==> src/sv/fsa_pkg.sv <==
// Shared types and constants of the frame summing accumulator.
package fsa_pkg;

    localparam int MAX_PIXELS = 1048576;
    localparam int IDX_W      = $clog2(MAX_PIXELS);
    localparam int FRM_W      = 16;
    localparam int NF_W       = 17;
    localparam int NP_W       = 21;
    localparam int CFG_W      = 21;

    // Register indexes on the configuration channel.
    localparam logic [0:0] REG_FRAMES_PER_SUM   = 1'b0;
    localparam logic [0:0] REG_PIXELS_PER_FRAME = 1'b1;

    localparam logic [NF_W-1:0] NF_MIN       = NF_W'(2);
    localparam logic [NF_W-1:0] NF_MAX       = NF_W'(65536);
    localparam logic [NF_W-1:0] NF_RESET     = NF_W'(2);
    localparam logic [NP_W-1:0] NP_MAX       = NP_W'(MAX_PIXELS);
    localparam logic [NP_W-1:0] NP_RESET     = NP_W'(1048576);

    // Input thresholds and sticky codes.
    localparam logic signed [15:0] UNDER_IN   = -16'sd32765;
    localparam logic signed [15:0] OVER_IN    = 16'sd32764;
    localparam logic [31:0]        CODE_UNDER = 32'h8000_0000;
    localparam logic [31:0]        CODE_OVER  = 32'h7FFF_FFFF;
    localparam logic signed [32:0] SUM_MAX    = 33'sh0_7FFF_FFFF;
    localparam logic signed [32:0] SUM_MIN    = 33'sh1_8000_0000;

    // Position of the pixel being accepted, as seen by the datapath.
    typedef struct packed {
        logic [IDX_W-1:0] idx;
        logic             first_frame;
        logic             last_frame;
        logic             last_pixel;
    } pix_pos_t;

    // One result word waiting on the output channel.
    typedef struct packed {
        logic [31:0] pixel_sum;
        logic        frame_last;
    } out_word_t;

endpackage

==> src/sv/fsa_frame_ctrl.sv <==
// Configuration registers and pixel/frame position counters.
module fsa_frame_ctrl
    import fsa_pkg::*;
(
    input  logic             aclk,
    input  logic             aresetn,
    input  logic             cfg_valid,
    input  logic [0:0]       cfg_index,
    input  logic [CFG_W-1:0] cfg_data,
    input  logic             advance,
    output pix_pos_t         pos
);

    logic [NF_W-1:0]  frames_per_sum_reg;
    logic [NP_W-1:0]  pixels_per_frame_reg;
    logic [IDX_W-1:0] pixel_index_reg, pixel_index_next;
    logic [FRM_W-1:0] frame_index_reg, frame_index_next;
    logic [NF_W-1:0]  nf_eff, frame_plus;
    logic [NP_W-1:0]  np_eff, pixel_plus;

    // Out-of-range settings are clamped to the nearest legal value.
    always_comb begin
        if (frames_per_sum_reg < NF_MIN) begin
            nf_eff = NF_MIN;
        end else if (frames_per_sum_reg > NF_MAX) begin
            nf_eff = NF_MAX;
        end else begin
            nf_eff = frames_per_sum_reg;
        end
        if (pixels_per_frame_reg == '0) begin
            np_eff = NP_W'(1);
        end else if (pixels_per_frame_reg > NP_MAX) begin
            np_eff = NP_MAX;
        end else begin
            np_eff = pixels_per_frame_reg;
        end
    end

    assign frame_plus = {1'b0, frame_index_reg} + NF_W'(1);
    assign pixel_plus = NP_W'(pixel_index_reg) + NP_W'(1);

    assign pos.idx         = pixel_index_reg;
    assign pos.first_frame = (frame_index_reg == '0);
    assign pos.last_frame  = (frame_plus >= nf_eff);
    assign pos.last_pixel  = (pixel_plus >= np_eff);

    always_comb begin
        pixel_index_next = pixel_index_reg;
        frame_index_next = frame_index_reg;
        if (advance) begin
            if (pos.last_pixel) begin
                pixel_index_next = '0;
                frame_index_next = pos.last_frame ? '0 : frame_plus[FRM_W-1:0];
            end else begin
                pixel_index_next = pixel_plus[IDX_W-1:0];
            end
        end
    end

    always_ff @(posedge aclk) begin
        if (!aresetn) begin
            frames_per_sum_reg   <= NF_RESET;
            pixels_per_frame_reg <= NP_RESET;
            pixel_index_reg      <= '0;
            frame_index_reg      <= '0;
        end else begin
            pixel_index_reg <= pixel_index_next;
            frame_index_reg <= frame_index_next;
            if (cfg_valid) begin
                unique case (cfg_index)
                    REG_FRAMES_PER_SUM:   frames_per_sum_reg   <= cfg_data[NF_W-1:0];
                    REG_PIXELS_PER_FRAME: pixels_per_frame_reg <= cfg_data[NP_W-1:0];
                    default: ;
                endcase
            end
        end
    end

endmodule

==> config.mk <==
export PLATFORM = sky130hd
export DESIGN_NAME = fsa_frame_ctrl
export DESIGN_NICKNAME = d
export VERILOG_FILES = /design/src/sv/fsa_pkg.sv /design/src/sv/fsa_frame_ctrl.sv
export SDC_FILE = /design/constraint.sdc
export NUM_CORES = 1
export LEC_CHECK = 0
export BUFFER_PORTS_ARGS = -buffer_cell sky130_fd_sc_hd__buf_2
export CAP_MARGIN = 20
export CELL_PAD_IN_SITES_DETAIL_PLACEMENT = 0
export CELL_PAD_IN_SITES_GLOBAL_PLACEMENT = 2
export CORE_MARGIN = 2
export CORE_UTILIZATION = 31
export DETAILED_ROUTE_END_ITERATION = 7
export PLACE_DENSITY_LB_ADDON = 0.1
export SYNTH_ARGS = -nofsm -noshare
export SYNTH_HDL_FRONTEND = slang
export SYNTH_SLANG_ARGS = --single-unit
==> constraint.sdc <==
create_clock -name aclk -period 3.8 [get_ports aclk]
set_input_delay 0.76 -clock aclk [delete_from_list [all_inputs] [get_ports aclk]]
set_output_delay 0.76 -clock aclk [all_outputs]
set_load 0.02 [all_outputs]
==> results_dict.tcl <==
set metrics [dict create \
    outcome "complete, no violations" \
    antenna_found_initial 0 \
    drt-vias-per-instance 5.11 \
    grt_pass1_wl_um 22300 \
    synth-seq-cells 74 \
    top_layer "met4" \
    ys_top_cells_by_count "nand2_1 (155), dfxtp_1 (74), a21boi_0 (51), ha_1 (41), nand3_1 (30)" \
    layout.nets 741 \
    cts_tree "yes" \
    drtAntennaViolNets 0 \
    ys_warn_count 0 \
    area_growth_pct 25.4 \
    numCtsBuffers 9 \
    synth_most_common_cell "nand2_1" \
    wl_met3_um 353 \
    post_drt_wl_per_cell_um 16.3 \
    syn-num-nets 679 \
    relSlewSlack_pct 48.6 \
    postSynthCellCount 612 \
    drt_pass1_iterations 4 \
    multi_input_area_um2 3200 \
    worstPathMaxFanout 6 \
    slowest_delay_ns 0.37 \
    cts_buffer_depth 2 \
    cts_sinks 74 \
    grt_pass1_vias 4229 \
    hold_viol 0 \
    drt_wl_total_um 14000 \
    crit_chain "ha_1 -> nand3_2 -> buf_4 -> nor3_4 -> and3_4 -> xor2_2 -> ha_1 -> a21o_1 -> a21oi_1 -> o221ai_1 -> a211o_2 -> buf_6" \
    period_share_pct 97.4 \
    tightest_slew_ns 0.771 \
    rsz0062_at_grt "true" \
    final_area_um2 5870 \
    m1WireLength_um 6570 \
    clkTransAtPathRegs_ns 0.06 \
    num_vias 4408 \
    slowest_stage "dfxtp_4" \
    h-tree-depth 3 \
    io_buffers 48 \
    fillerInstances 1557 \
    report.final.slew_viol_count 0 \
    critPathLaunchType "flip-flop" \
    fin_cells 863 \
    cp_data_required_time_ns 3.04 \
    synth_area_leader_cell "dfxtp_1" \
    boundaryPins 49 \
    setup-violations-final 0 \
    dp.cells 837 \
    gp_congestion 0.790 \
    num_antenna_cells 0 \
    drc 0 \
    worst_ep_arrival_time_ns 2.94 \
    drt_iter0_drc 207 \
    fin_skew_ns 0.00727 \
    start_util_pct 32.0 \
    avgSynthCellArea_um2 7.65 \
    synth.distinct_cells 43 \
    seq_area_frac_synth_pct 31.6 \
    worst_slack_ns 0.0971 \
    netlist_area_um2 4680 \
    peakVddDrop_uv 218 \
    max_cap_violations 0 \
    synth-main-ff-cell "dfxtp_1" \
    synth-edff-count 0 \
    synth_top_area_share_pct 31.6 \
    core_area_um2 14600 \
    critPathMostFrequentCell "ha_1" \
    period_minus_slack_ns 3.70 \
    num_rows 44 \
    placed_area_um2 5230 \
    root_buffer "clkbuf_16" \
    drive_gt1_share_pct 21.6 \
    clk_latency_ns 0.34 \
    dr_wl_met2_um 7010 \
    die_width_um 127 \
    dp_hpwl_um 10600 \
    p_per_area_nw_per_um2 365 \
    die_area_um2 16100 \
    die_h_um 127 \
    worstSetupPathType "reg2out" \
    rrSetupSlack_ns 0.26 \
    post-route-util_pct 40.1 \
    detailedPlace.worstSlack_ns 0.0175 \
    worst_hold_slack_ns 0.484 \
    holdCritPathClass "reg2reg" \
    synthArstFlopShare_pct 0 \
    cp-end-kind "primary output" \
    largest_reg_flops 21 \
    synthTopCellsByArea "dfxtp_1 (32%), nand2_1 (12%), ha_1 (11%)" \
    grt_max_degree 45 \
    fmax_ghz 0.270 \
    leakage_nw 2.41 \
    grt_overflow 0 \
    grt_use_total_pct 17.7 \
    regArea_um2 1500 \
]
==> worst paths after layout <==
path / startpoint / to / depth (start not counted)
worst min-delay path: pixels_per_frame_reg[5]$_SDFFE_PN0P_ / pixels_per_frame_reg[5]$_SDFFE_PN0P_ / 2
worst min register to register: pixels_per_frame_reg[5]$_SDFFE_PN0P_ / pixels_per_frame_reg[5]$_SDFFE_PN0P_ / 2
worst max-delay path: pixel_index_reg[0]$_SDFFE_PN0P_ / pos[0] / 12
worst max register to register: pixel_index_reg[0]$_SDFFE_PN0P_ / pixel_index_reg[4]$_SDFFE_PN0P_ / 15
==> critical path: cells and delay by family (launching register included) <==
family                   cells  cell delay (ns)
AO/OA/AOI/OAI                4             0.81
XOR/XNOR                     1             0.14
adder cells (fa/ha/maj)      2             0.44
buffers and inverters        2             0.30
flip-flops                   1             0.37
AND/OR/NAND/NOR              3             0.53
==> layout by cell type, fill, tap and decap left out, drive strengths merged, types with 6 or more instances in the layout <==
master and count:
xnor2 20, buf 83, xor2 12, nand2 155, nand3 30, o22ai 7
nor3 17, inv 10, nand3b 9, nor4 12, dfxtp 74, a21boi 57
o21a 6, and3 14, ha 41, nand4 7, o21ai 18, and2 8
nor2 21, a21oi 21, clkbuf 12
==> report_power, final <==
part	internal [mW]	total [mW]	switching, mW
clock	0.762	1.10	0.336
sequential	0.797	0.818	0.0216
combinational	0.0892	0.227	0.138
total	1.65	2.14	0.495
==> final cells by class <==
class / instances / area share [%]
multi-input cells: 495 / 54.4
flip-flops and latches: 74 / 25.6
repair buffers: 83 / 8.80
clock buffers: 12 / 4.54
well taps: 184 / 3.92
clock inverters: 4 / 2.05
inverters: 11 / 0.703
==> stage by stage <==
step / power (mW) / TNS (ns)
CTS: 2.17 / 0
finish: 2.14 / 0
detailed placement: 1.05 / 0
global placement: 1.05 / 0
floorplan: 0.969 / 0
global route: 2.23 / -0.112
==> layer usage <==
layer	global-route usage, %	vias up
li1	-	2252
met1	22.1	2095
met2	31.4	52
met3	3.84	9
met4	3.49	0
met5	0	-
==> cells by family after synthesis <==
logic type	synth area share, %
xor gates and xnor gates	5.99
buffers and inverters	3.56
AOI/OAI and AO/OA	18.6
adders and majority gates	11.0
DFF	31.6
and+or+nand+nor	29.2
==> what timing repair did <==
| action | in CTS | in global routing |
|---|---|---|
| setup endpoints to repair | 2 | 12 |
| hold buffers | 0 | 0 |
| pin swaps | 6 | 16 |
| buffers inserted | 3 | 6 |
| resized for setup | 27 | 23 |
Power figures use the tool's default switching activity.
