File: config.mk
export PLATFORM = sky130hd
export DESIGN_NAME = fsa_out_buf
export DESIGN_NICKNAME = d
export VERILOG_FILES = /design/src/sv/fsa_pkg.sv /design/src/sv/fsa_out_buf.sv
export SDC_FILE = /design/constraint.sdc
export NUM_CORES = 1
export LEC_CHECK = 0
export BUFFER_PORTS_ARGS = -buffer_cell sky130_fd_sc_hd__buf_2
export CORE_ASPECT_RATIO = 1.5
export CORE_MARGIN = 5
export CORE_UTILIZATION = 51
export DETAILED_ROUTE_END_ITERATION = 6
export GPL_ROUTABILITY_DRIVEN = 0
export PLACE_DENSITY = 0.83
export SYNTH_ARGS = -nofsm -noshare
export SYNTH_HDL_FRONTEND = slang
export SYNTH_SLANG_ARGS = --single-unit
File: constraint.sdc
create_clock -name aclk -period 2.5 [get_ports aclk]
set_clock_uncertainty 0.1 [all_clocks]
set_input_delay 0.125 -clock aclk [delete_from_list [all_inputs] [get_ports aclk]]
set_output_delay 0.125 -clock aclk [all_outputs]
set_load 0.05 [all_outputs]
File: src/sv/fsa_pkg.sv
// Shared types and constants of the frame summing accumulator.
package fsa_pkg;

    localparam int MAX_PIXELS = 1048576;
    localparam int IDX_W      = $clog2(MAX_PIXELS);
    localparam int FRM_W      = 16;
    localparam int NF_W       = 17;
    localparam int NP_W       = 21;
    localparam int CFG_W      = 21;

    // Register indexes on the configuration channel.
    localparam logic [0:0] REG_FRAMES_PER_SUM   = 1'b0;
    localparam logic [0:0] REG_PIXELS_PER_FRAME = 1'b1;

    localparam logic [NF_W-1:0] NF_MIN       = NF_W'(2);
    localparam logic [NF_W-1:0] NF_MAX       = NF_W'(65536);
    localparam logic [NF_W-1:0] NF_RESET     = NF_W'(2);
    localparam logic [NP_W-1:0] NP_MAX       = NP_W'(MAX_PIXELS);
    localparam logic [NP_W-1:0] NP_RESET     = NP_W'(1048576);

    // Input thresholds and sticky codes.
    localparam logic signed [15:0] UNDER_IN   = -16'sd32765;
    localparam logic signed [15:0] OVER_IN    = 16'sd32764;
    localparam logic [31:0]        CODE_UNDER = 32'h8000_0000;
    localparam logic [31:0]        CODE_OVER  = 32'h7FFF_FFFF;
    localparam logic signed [32:0] SUM_MAX    = 33'sh0_7FFF_FFFF;
    localparam logic signed [32:0] SUM_MIN    = 33'sh1_8000_0000;

    // Position of the pixel being accepted, as seen by the datapath.
    typedef struct packed {
        logic [IDX_W-1:0] idx;
        logic             first_frame;
        logic             last_frame;
        logic             last_pixel;
    } pix_pos_t;

    // One result word waiting on the output channel.
    typedef struct packed {
        logic [31:0] pixel_sum;
        logic        frame_last;
    } out_word_t;

endpackage

File: src/sv/fsa_out_buf.sv
// Two-word output buffer that decouples the pipeline from the result channel.
module fsa_out_buf
    import fsa_pkg::*;
(
    input  logic      aclk,
    input  logic      aresetn,
    input  logic      push,
    input  out_word_t push_word,
    output logic      full,
    output logic      m_tvalid,
    input  logic      m_tready,
    output out_word_t head_word
);

    out_word_t  entry_reg [2];
    logic       wr_ptr_reg, rd_ptr_reg;
    logic [1:0] count_reg;
    logic       pop;

    assign m_tvalid  = (count_reg != 2'd0);
    assign full      = (count_reg == 2'd2);
    assign pop       = m_tvalid && m_tready;
    assign head_word = entry_reg[rd_ptr_reg];

    always_ff @(posedge aclk) begin
        if (push) begin
            entry_reg[wr_ptr_reg] <= push_word;
        end
    end

    always_ff @(posedge aclk) begin
        if (!aresetn) begin
            wr_ptr_reg <= 1'b0;
            rd_ptr_reg <= 1'b0;
            count_reg  <= 2'd0;
        end else begin
            if (push) begin
                wr_ptr_reg <= ~wr_ptr_reg;
            end
            if (pop) begin
                rd_ptr_reg <= ~rd_ptr_reg;
            end
            unique case ({push, pop})
                2'b10:   count_reg <= count_reg + 2'd1;
                2'b01:   count_reg <= count_reg - 2'd1;
                default: count_reg <= count_reg;
            endcase
        end
    end

endmodule

==> results of run 1 <==
per-stage QoR:
| step | utilization (%) | area [um^2] | hold WS [ns] |
|---|---|---|---|
| after global routing | 72.9 | 3560 | 0.0392 |
| after floorplan | - | 2600 | 0.124 |
| after detailed placement | 62.9 | 3080 | 0.216 |
| final | 72.9 | 3560 | 0.0410 |
| after global placement | 62.9 | 3080 | 0.213 |
| after CTS | 72.9 | 3560 | 0.0146 |
cells by family (layout without fill, tap and decap cells):
group / Yosys count / count (layout) / share of synthesized area, %
XOR/XNOR: 3 / 3 / 1.01
buffers and inverters: 5 / 126 / 0.914
AO/OA/AOI/OAI: 4 / 4 / 1.06
flip-flops: 71 / 71 / 80.1
multiplexers: 33 / 33 / 14.3
AND/OR/NAND/NOR: 9 / 9 / 2.17
adder cells (fa/ha/maj): 1 / 1 / 0.481
layout by cell type, fill, tap and decap left out:
master	synthesis	routed
clkbuf_8	0	9
clkbuf_1	0	3
and2b_2	1	1
o21ai_0	1	1
clkinv_1	0	3
inv_1	1	1
and2_1	2	2
nor2b_1	3	3
or3_1	1	1
buf_12	0	1
edfxtp_1	66	66
buf_4	0	4
ha_1	1	1
o21a_1	2	2
dlygate4sd3_1	0	34
dfxtp_1	5	5
a21boi_1	1	1
buf_2	4	71
xnor2_1	3	3
mux2_2	33	33
or2_2	1	1
nor2_4	0	1
routing by layer:
metal / vias up / GRT usage (%) / share of wire (%)
met5: - / 0 / 0
met4: 0 / 7.96 / 2.4
met3: 10 / 4.63 / 4.3
met2: 43 / 25.3 / 57
met1: 711 / 17.0 / 37
li1: 720 / - / -
worst paths after layout:
| path | to | cells past startpoint |
|---|---|---|
| worst max-delay path | head_word[22] | 3 |
| worst min-delay path | wr_ptr_reg$_SDFFE_PN0P_ | 3 |
| worst max register to register | count_reg[1]$_SDFFE_PN0P_ | 4 |
| worst min register to register | count_reg[1]$_SDFFE_PN0P_ | 2 |
report_power, final:
group          leakage [nW]  switching (mW)  internal [mW]
clock network        0.0730           0.347          0.345
logic                 0.626           0.772          0.382
registers             0.661          0.0339           1.39
total                  1.36            1.15           2.12
final cells by class:
| cell class | count | share of cell area (%) |
|---|---|---|
| sequential | 71 | 58.4 |
| timing repair buffer | 110 | 20.9 |
| multi-input combinational | 50 | 14.1 |
| clock buffer | 12 | 3.79 |
| tap | 66 | 2.32 |
| clock inverter | 3 | 0.316 |
| inverter | 1 | 0.105 |
worst reg2reg max path, delay by kind of cell, from the launching register on:
| kind | cells | cell delay (ns) |
|---|---|---|
| AO/OA/AOI/OAI | 2 | 0.35 |
| AND/OR/NAND/NOR | 1 | 0.36 |
| flip-flops | 1 | 0.35 |
| adder cells (fa/ha/maj) | 1 | 0.32 |
==> impl_metrics.json, run 1 <==
{
  "status": "completed",
  "ctsHoldBuffers": 34,
  "cts_setup_buffers": 0,
  "clock-root-buffer": "clkbuf_8",
  "layout_min_cycle_time_ns": 1.74,
  "dieArea_um2": 6660,
  "grt_max_degree": 19,
  "fin_cells": 313,
  "yosys.area.top_type": "edfxtp_1",
  "rsz0062_at_grt": "no",
  "fin_nets": 281,
  "ys_ff_latch": 71,
  "synth_area_um2": 2600,
  "cts.sinks": 71,
  "critPathMaxFanout": 18,
  "die_w_um": 68.3,
  "insertion_delay_ns": 0.32,
  "avgSynthCellArea_um2": 20.6,
  "syn-num-nets": 164,
  "power_density_nw_per_um2": 917,
  "hpwlAfterDp_um": 3020,
  "hold_viol_final": 0,
  "grt_pass1_vias": 1589,
  "regArea_um2": 2080,
  "grt_pass1_wl_um": 7290,
  "yosysMostFrequentCell": "edfxtp_1",
  "grt_overflow": 0,
  "dpl.cell_count": 264,
  "async_reset_ff_share_pct": 0,
  "top_level_ports": 72,
  "critPathTopFamily": "buffers and inverters",
  "cpPeakStageDelay_ns": 0.39,
  "antenna_found_initial": 0,
  "clk_path_buf_depth": 2,
  "multi_input_area_um2": 502,
  "crit_type": "flop to primary output",
  "routed_wl_um": 4510,
  "r2r-start": "count_reg[0]$_SDFFE_PN0P_",
  "crit_buf_inv": 2,
  "setup_violations": 0,
  "rows": 31,
  "n_antenna_cell": 0,
  "cts_resized": 0,
  "final_max_slew_viol_count": 0,
  "cp.required_ns": 2.28,
  "yosysUniqueCellTypes": 16,
  "fin_tns_setup_ns": 0,
  "hp-class": "input pin to flop",
  "ys_warn_count": 0,
  "hp-start": "push",
  "gr-usage-all-layers_pct": 15.3,
  "seq_area_frac_synth_pct": 80.1,
  "start_util_pct": 53.2,
  "drt_iter0_drc": 36,
  "cp-end-kind": "primary output",
  "critical-path-slowest-cell": "mux2_2",
  "cts.htree.levels": 3,
  "ir_drop_mv": 0.721,
  "leakagePower_nw": 1.36,
  "areaGrowthSynthToFinish_pct": 37.0,
  "path_cells": "buf_4, mux2_2, buf_2",
  "n_fill_cell": 335,
  "num_vias": 1484,
  "synth_top_area_share_pct": 76.2,
  "ys_top_cells_by_count": "66 x edfxtp_1, 33 x mux2_2, 5 x dfxtp_1",
  "r2r_slack_ns": 0.95,
  "synthCells": 126,
  "tritoncts": "done",
  "dr.pass1.iters": 6,
  "core_area_um2": 4890,
  "slew_headroom_pct": 64.4,
  "fmax_mhz": 574,
  "largest_reg_flops": 66,
  "synthTopCellsByArea": "edfxtp_1 76%, mux2_2 14%, dfxtp_1 3.8%",
  "synth_edf_count": 66,
  "drive_gt1_share_pct": 49.0,
  "maxCapViolations": 0,
  "cp_data_arrival_time_ns": 1.52,
  "final_antenna_net_count": 0,
  "die_h_um": 97.4,
  "ys.flop_type": "edfxtp_1",
  "preCtsSetupSlack_ns": 0.964,
  "period_share_pct": 69.7,
  "start_kind": "flop",
  "worst_slew_pin_slew_ns": 0.533,
  "via_per_inst": 4.74,
  "cts_made_buffers": 9,
  "worst_slack_ns": 0.757,
  "total_power_mw": 3.27,
  "wl_per_cell_um": 14.4,
  "clk_pin_slew_ns": 0.06,
  "drc_errors": 0,
  "portBuffers": 71
}
Note: power is estimated with default switching activity, not from simulation.
==> inputs of run 2 (changes only) <==
--- a/config.mk
+++ b/config.mk
@@ -5,13 +5,14 @@
 export SDC_FILE = /design/constraint.sdc
 export NUM_CORES = 1
 export LEC_CHECK = 0
+export ABC_AREA = 1
 export BUFFER_PORTS_ARGS = -buffer_cell sky130_fd_sc_hd__buf_2
 export CORE_ASPECT_RATIO = 1.5
 export CORE_MARGIN = 5
-export CORE_UTILIZATION = 51
+export CORE_UTILIZATION = 47
 export DETAILED_ROUTE_END_ITERATION = 6
 export GPL_ROUTABILITY_DRIVEN = 0
-export PLACE_DENSITY = 0.83
+export PLACE_DENSITY = 0.8
 export SYNTH_ARGS = -nofsm -noshare
 export SYNTH_HDL_FRONTEND = slang
 export SYNTH_SLANG_ARGS = --single-unit
==> constraint.sdc (replaced) <==
create_clock -name aclk -period 1.5 [get_ports aclk]
set_clock_uncertainty 0.1 [all_clocks]
set_input_delay 0.075 -clock aclk [delete_from_list [all_inputs] [get_ports aclk]]
set_output_delay 0.075 -clock aclk [all_outputs]
set_load 0.05 [all_outputs]
==> run 2 against run 1 <==
The flow now finishes with violations (negative setup slack). Synthesized cell count up 10%. Combinational power rose by 25%. Power is 58% higher. Critical path type unchanged. First-iteration DRC count increased by 11%. Critical path depth is 1 higher. Design area increased by 17%.
==> impl_metrics.json, run 2 <==
{
  "status": "complete, but fails checks",
  "violations": "negative setup slack",
  "cts.htree.levels": 3,
  "yosysUniqueCellTypes": 15,
  "cp_data_arrival_time_ns": 1.44,
  "p_sw_share_pct": 28.1,
  "fin_nets": 308,
  "total_power_mw": 5.16,
  "syn-num-nets": 177,
  "hpwlAfterDp_um": 3360,
  "place_area_um2": 3250,
  "grt_max_degree": 21,
  "yosys.area_share.adder_pct": 0.451,
  "slew_headroom_pct": 82.1,
  "critPathMaxFanout": 5,
  "yosysMostFrequentCell": "edfxtp_1",
  "die_w_um": 72.7,
  "num_vias": 1605,
  "rsz0062_at_grt": "yes",
  "finalHoldWorstSlack_ns": 0.364,
  "core_area_um2": 5790,
  "worst_slack_ns": -0.110,
  "via_per_inst": 4.63,
  "clk_pin_slew_ns": 0.07,
  "tritoncts": "done",
  "layout_min_cycle_time_ns": 1.61,
  "gr-usage-all-layers_pct": 15.7,
  "fmax_mhz": 621,
  "synthMuxAreaShare_pct": 17.5,
  "synth-xor-area-share_pct": 0,
  "final_max_slew_viol_count": 0,
  "dpl.cell_count": 285,
  "crit_type": "flop to primary output",
  "clock-root-buffer": "clkbuf_8",
  "synth_compound_area_share_pct": 0.632,
  "final_antenna_net_count": 0,
  "grt_overflow": 0,
  "dr.pass1.iters": 4,
  "start_util_pct": 47.9,
  "ys.flop_type": "edfxtp_1",
  "wl_per_cell_um": 15.8,
  "n_antenna_cell": 0,
  "synth_area_um2": 2770,
  "final_common_cell": "edfxtp_1",
  "fin_tns_setup_ns": -2.64,
  "drive_gt1_share_pct": 49.8,
  "hold_viol_final": 0,
  "areaGrowthSynthToFinish_pct": 50.7,
  "yosys.area.top_type": "edfxtp_1",
  "drc_errors": 0,
  "insertion_delay_ns": 0.33,
  "ir_drop_mv": 0.742,
  "p_switching_mw": 1.45,
  "top_level_ports": 72,
  "maxCapViolations": 0,
  "power_density_nw_per_um2": 1230,
  "clock_power_share_pct": 26.8,
  "rows": 34,
  "cpMostUsedCell": "buf_4",
  "hp-class": "input pin to flop",
  "ys_warn_count": 0,
  "largest_reg_flops": 66,
  "synth_edf_count": 66,
  "layout_common_cells": "66 x edfxtp_1, 38 x buf_2, 37 x dlygate4sd3_1",
  "routed_wl_um": 5480,
  "setup_violations": 33,
  "synth_top_area_share_pct": 71.5,
  "die_h_um": 104,
  "n_fill_cell": 350,
  "synthTopCellsByArea": "edfxtp_1 71%, mux2_4 16%, dfxtp_1 3.6%",
  "grt_pass1_wl_um": 8670,
  "fin_area_um2": 4180,
  "utilization_pct": 72.2,
  "cp.required_ns": 1.32,
  "seq_area_frac_synth_pct": 75.1,
  "worst_slew_pin_slew_ns": 0.268,
  "drt_iter0_drc": 40,
  "cts.sinks": 71,
  "internal-power_mw": 3.71,
  "period_share_pct": 107,
  "avgSynthCellArea_um2": 19.9,
  "cpPeakStageDelay_ns": 0.36,
  "cts_made_buffers": 9,
  "ys_ff_latch": 71,
  "critical-path-slowest-cell": "dfxtp_4",
  "dieArea_um2": 7570,
  "synth_top_family_by_area": "multiplexers",
  "synthCells": 139,
  "start_kind": "flop",
  "ys_top_cells_by_count": "66 x edfxtp_1, 30 x mux2_4, 11 x nor2_1",
  "combPwrFrac_pct": 27.9,
  "path_cells": "buf_4, buf_4, mux2_4, buf_8",
  "clk_path_buf_depth": 2,
  "fin_cells": 347,
  "antenna_found_initial": 0,
  "yosys.area_share.simple_pct": 2.98,
  "grt_pass1_vias": 1740,
  "async_reset_ff_share_pct": 0,
  "portBuffers": 71,
  "p_seq_share_pct": 45.4,
  "leakagePower_nw": 1.70,
  "preCtsSetupSlack_ns": 0.153,
  "cp-end-kind": "primary output"
}
-- run 2: kinds of logic after synthesis --
| logic type | count (synthesis) |
|---|---|
| flip-flops | 71 |
| multiplexers | 33 |
| AND/OR/NAND/NOR | 21 |
| buffers and inverters | 10 |
| AO/OA/AOI/OAI | 3 |
| adder cells (fa/ha/maj) | 1 |
-- run 2: power by group through the flow --
stage               Clock [mW]  Sequential (mW)  Combinational (mW)
global placement             0             2.38                1.04
floorplan                    0             2.36               0.865
CTS                       1.40             2.34                1.44
finish                    1.38             2.34                1.44
global route              1.51             2.35                1.50
detailed placement           0             2.38                1.05
-- run 2: layout make-up --
type	count	area (um^2)	area share, %
flip-flops and latches	71	2090	49.9
repair buffers	124	1180	28.2
multi-input cells	58	618	14.8
clock buffers	10	128	3.05
well taps	72	90.1	2.16
clock inverters	6	51.3	1.23
inverters	6	26.3	0.629
-- run 2: per-layer routing --
metal / GRT usage (%) / part of all wire [%]
met1: 15.0 / 33
met2: 29.7 / 61
met3: 5.32 / 5.1
met4: 5.54 / 1.1
met5: 0 / 0
-- run 2: path summary, 6_finish.rpt --
check	from	to	slack (ns)	depth (start not counted)
worst min register to register	rd_ptr_reg$_SDFFE_PN0P_	rd_ptr_reg$_SDFFE_PN0P_	0.42	2
worst min-delay path	push_word[31]	entry_reg[1][31]$_DFFE_PP_	0.36	2
worst max register to register	count_reg[1]$_SDFFE_PN0P_	count_reg[1]$_SDFFE_PN0P_	0.14	7
worst max-delay path	flop	head_word[27]	-0.11	4
-- run 2: timing repair --
action | 4_1_cts | 5_1_grt
hold endpoints to repair | 71 | 0
pin swaps | 0 | 0
endpoints found under the setup margin | 33 | 34
gates cloned | 3 | 0
buffers inserted | 6 | 2
resized for setup | 80 | 9
hold buffers | 37 | 0
-- run 2: critical path, delay by kind of cell, from the launching register on --
| family | cells | cell delay (ns) |
|---|---|---|
| buf+inv | 3 | 0.42 |
| flops | 1 | 0.36 |
| mux | 1 | 0.31 |
